`config.mk`:
```
export PLATFORM = sky130hd
export DESIGN_NAME = rwp_ram
export DESIGN_NICKNAME = d
export VERILOG_FILES = /design/src/rtl/rwp_ram.sv
export SDC_FILE = /design/constraint.sdc
export NUM_CORES = 1
export LEC_CHECK = 0
export ABC_AREA = 0
export ABC_CLOCK_PERIOD_IN_PS = 1600
export BUFFER_PORTS_ARGS = -buffer_cell sky130_fd_sc_hd__buf_2
export CORE_ASPECT_RATIO = 1.5
export CORE_MARGIN = 5
export CORE_UTILIZATION = 54
export DETAILED_ROUTE_END_ITERATION = 8
export GPL_TIMING_DRIVEN = 0
export PLACE_DENSITY = 0.83
export SYNTH_ARGS = -nofsm -noshare
export SYNTH_HDL_FRONTEND = slang
export SYNTH_SLANG_ARGS = --single-unit
```
`constraint.sdc`:
```
create_clock -name aclk -period 1.6 [get_ports aclk]
set_input_delay 0.08 -clock aclk [delete_from_list [all_inputs] [get_ports aclk]]
set_output_delay 0.08 -clock aclk [all_outputs]
set_load 0.01 [all_outputs]
```
`src/rtl/rwp_ram.sv`:
```
// ----------------------------------------------------------------------------
// rwp_ram
// Generic RAM: one write port, one read port with registered read data.
// ----------------------------------------------------------------------------
module rwp_ram #(
    parameter int WIDTH = 8,
    parameter int DEPTH = 16,
    parameter int AW    = (DEPTH > 1) ? $clog2(DEPTH) : 1
) (
    input  logic             aclk,
    input  logic             we,
    input  logic [AW-1:0]    waddr,
    input  logic [WIDTH-1:0] wdata,
    input  logic [AW-1:0]    raddr,
    output logic [WIDTH-1:0] rdata
);

    logic [WIDTH-1:0] mem [DEPTH];

    // write port
    always_ff @(posedge aclk) begin
        if (we) begin
            mem[waddr] <= wdata;
        end
    end

    // registered read port
    always_ff @(posedge aclk) begin
        rdata <= mem[raddr];
    end

endmodule

```
==> metrics.cfg <==
[status]
status = finished, final reports clean

[setup_path]
crit_type = in -> reg
worstSetupStartpointType = input port
path_buf_inv = 1
critPathTopFamily = simple AND/OR/NAND/NOR gates
max_stage_delay_ns = 1.02
slowest_stage = nor3_1
critPathMaxFanout = 8
end_kind = flip-flop
arrival_ns = 1.47
reg2reg_slack_ns = 0.17
worst_ep_required_time_ns = 1.62
cp_cell_sequence = buf_2 -> nand3b_1 -> nor3_1

[floorplanning]
num_io_pins = 26
die_area_sq_um = 11620
core_sq_um = 9308
die_y_um = 129.6
core.rowCount = 43
die_x_um = 89.72
start_util = 0.5530

[global_route]
grt.overflow.total = 0
grt_pass1_vias = 2620
antenna_found_initial = 0
grt_pass1_wl_um = 15620
grt_max_degree = 17
track_usage = 0.1915

[pwr]
swShare = 0.1931
ir_worst_vdd_v = 0.001021
p_leak_nw = 2.013
power_mw = 8.143
power_density_nw_per_um2 = 1361
power.share.sequential = 0.492
p_switching_mw = 1.572
comb_power_share = 0.048
p_int_mw = 6.571
pwr-share-clk = 0.460

[route]
first_pass_iters = 5
num_vias = 2490
drt_iter0_markers = 258
drc_errors = 0
avgViaCountPerCell = 6.272
wl_um = 10150
detail-route-antenna-nets = 0
wire_per_inst_um = 25.56

[placement]
numPortBuffers = 24
place.gp.congestion = 0.8425
dp_cells = 365
dp_hpwl_um = 6429
place_area_sq_um = 5408
dp_slack_ns = -0.4852

[logic_synthesis]
ys_types = 19
synth_top_area_cell = edfxtp_1
synth-seq-cells = 136
synth-seq-area-share = 0.7778
synthCells = 229
synth_area_sq_um = 5147
syn_avg_cell_area_sq_um = 22.48
synth.top_cell.area_share = 0.7467
synthTopCellsByArea = edfxtp_1 75%, mux4_2 7.9%, mux4_1 7.1%
yosys_warnings = 0
syn_nets = 247

[cells_and_area]
mostFrequentLayoutCells = 128 x edfxtp_1, 27 x buf_2, 18 x mux4_2
nets = 290
stdcell_count = 397
fin_util = 0.6430
drive_gt1_frac = 0.2772
insertedDiodeCount = 0
fillCellCount = 616
layout_commonest_cell = edfxtp_1
fin_area_sq_um = 5984
syn2layout_area_growth_pct = 16.26
multi_input_area_sq_um = 1062
ff_latch_area_sq_um = 4004

[cts]
clockBufferDepth = 2
numCtsBuffers = 17
cts_root_buf = clkbuf_16
cts_tree = built
cts_max_level = 4
cts.clk_slew.worst_paths_ns = 0.05
cts_sinks = 136
cts_hold_buf = 0
insertion_delay_ns = 0.41

[timing]
fin_worst_skew_ns = 0.005957
hold_viol = 0
worst_slew_pin_slew_ns = 1.279
fin_hold_ws_ns = 0.06066
setup_viol = 0
slew_violations = 0
rsz0062_at_grt = no
setup_tns_ns = 0
fin_crit_sh = 0.9089
slew_headroom = 0.1409
worst_slack_ns = 0.1457
maxClockFrequency_ghz = 0.6876
min_period_ns = 1.454

[hold_path]
hold_path.class = in -> reg

[flow_run]
cap_viol_max_count = 0

-- final timing paths --
check / to / depth (start not counted) / start
hold reg to reg: rdata[6]$_DFF_P_ / 3 / mem[11][6]$_DFFE_PP_
setup reg to reg: rdata[1]$_DFF_P_ / 3 / mem[1][1]$_DFFE_PP_
setup / recovery: mem[8][6]$_DFFE_PP_ / 3 / waddr[2]
hold / removal: mem[6][5]$_DFFE_PP_ / 1 / wdata[5]
-- what timing repair did --
item / in CTS / in global routing
endpoints found under the hold margin: 0 / 0
setup endpoints to repair: 8 / 0
resized for setup: 1 / 0
buffers inserted: 0 / 0
-- power groups by stage --
stage	clock network, mW	registers, mW	logic, mW
3_5_place_dp	0	4.08	0.387
4_1_cts	3.78	4.01	0.394
2_1_floorplan	0	4.09	0.202
3_3_place_gp	0	4.07	0.370
6_report	3.74	4.01	0.392
5_1_grt	3.96	4.01	0.418
-- flip-flops by register name, summed over array words and instances, names as in the netlist --
register	cells
mem	128
rdata	8
-- Yosys cell counts --
| cell type | n |
|---|---|
| edfxtp_1 | 128 |
| mux4_2 | 18 |
| a22oi_1 | 16 |
| mux4_1 | 14 |
| nor2_1 | 13 |
| nand2_1 | 9 |
| dfxtp_1 | 8 |
| nor3_1 | 4 |
| buf_2 | 3 |
| buf_6 | 3 |
| clkdlybuf4s25_2 | 3 |
| nand2b_1 | 2 |
| nand3b_1 | 2 |
| and2_1 | 1 |
| and2b_1 | 1 |
| buf_4 | 1 |
| nand3_1 | 1 |
| nor2b_1 | 1 |
| or3b_2 | 1 |
-- layout make-up --
class / count / share of cell area
flip-flops and latches: 136 / 0.6690
multi-input cells: 83 / 0.1775
clock buffers: 22 / 0.07422
well taps: 112 / 0.02342
clock inverters: 10 / 0.02133
repair buffers: 24 / 0.02007
plain buffers: 10 / 0.01443
-- layer usage --
layer	up-vias	GRT usage	share of wire
met4	0	0.1130	0.040
met3	25	0.05633	0.075
met5	-	0	0
li1	1061	-	-
met2	148	0.3159	0.53
met1	1256	0.2238	0.36
-- logic make-up (layout without fill, tap and decap cells) --
group,after synthesis,after routing,synth area share
flip-flops,136,136,0.7778
multiplexers,32,32,0.1502
buffers and inverters,10,66,0.01677
AO/OA/AOI/OAI,16,16,0.02334
AND/OR/NAND/NOR,35,35,0.03184
Power figures use the tool's default switching activity.
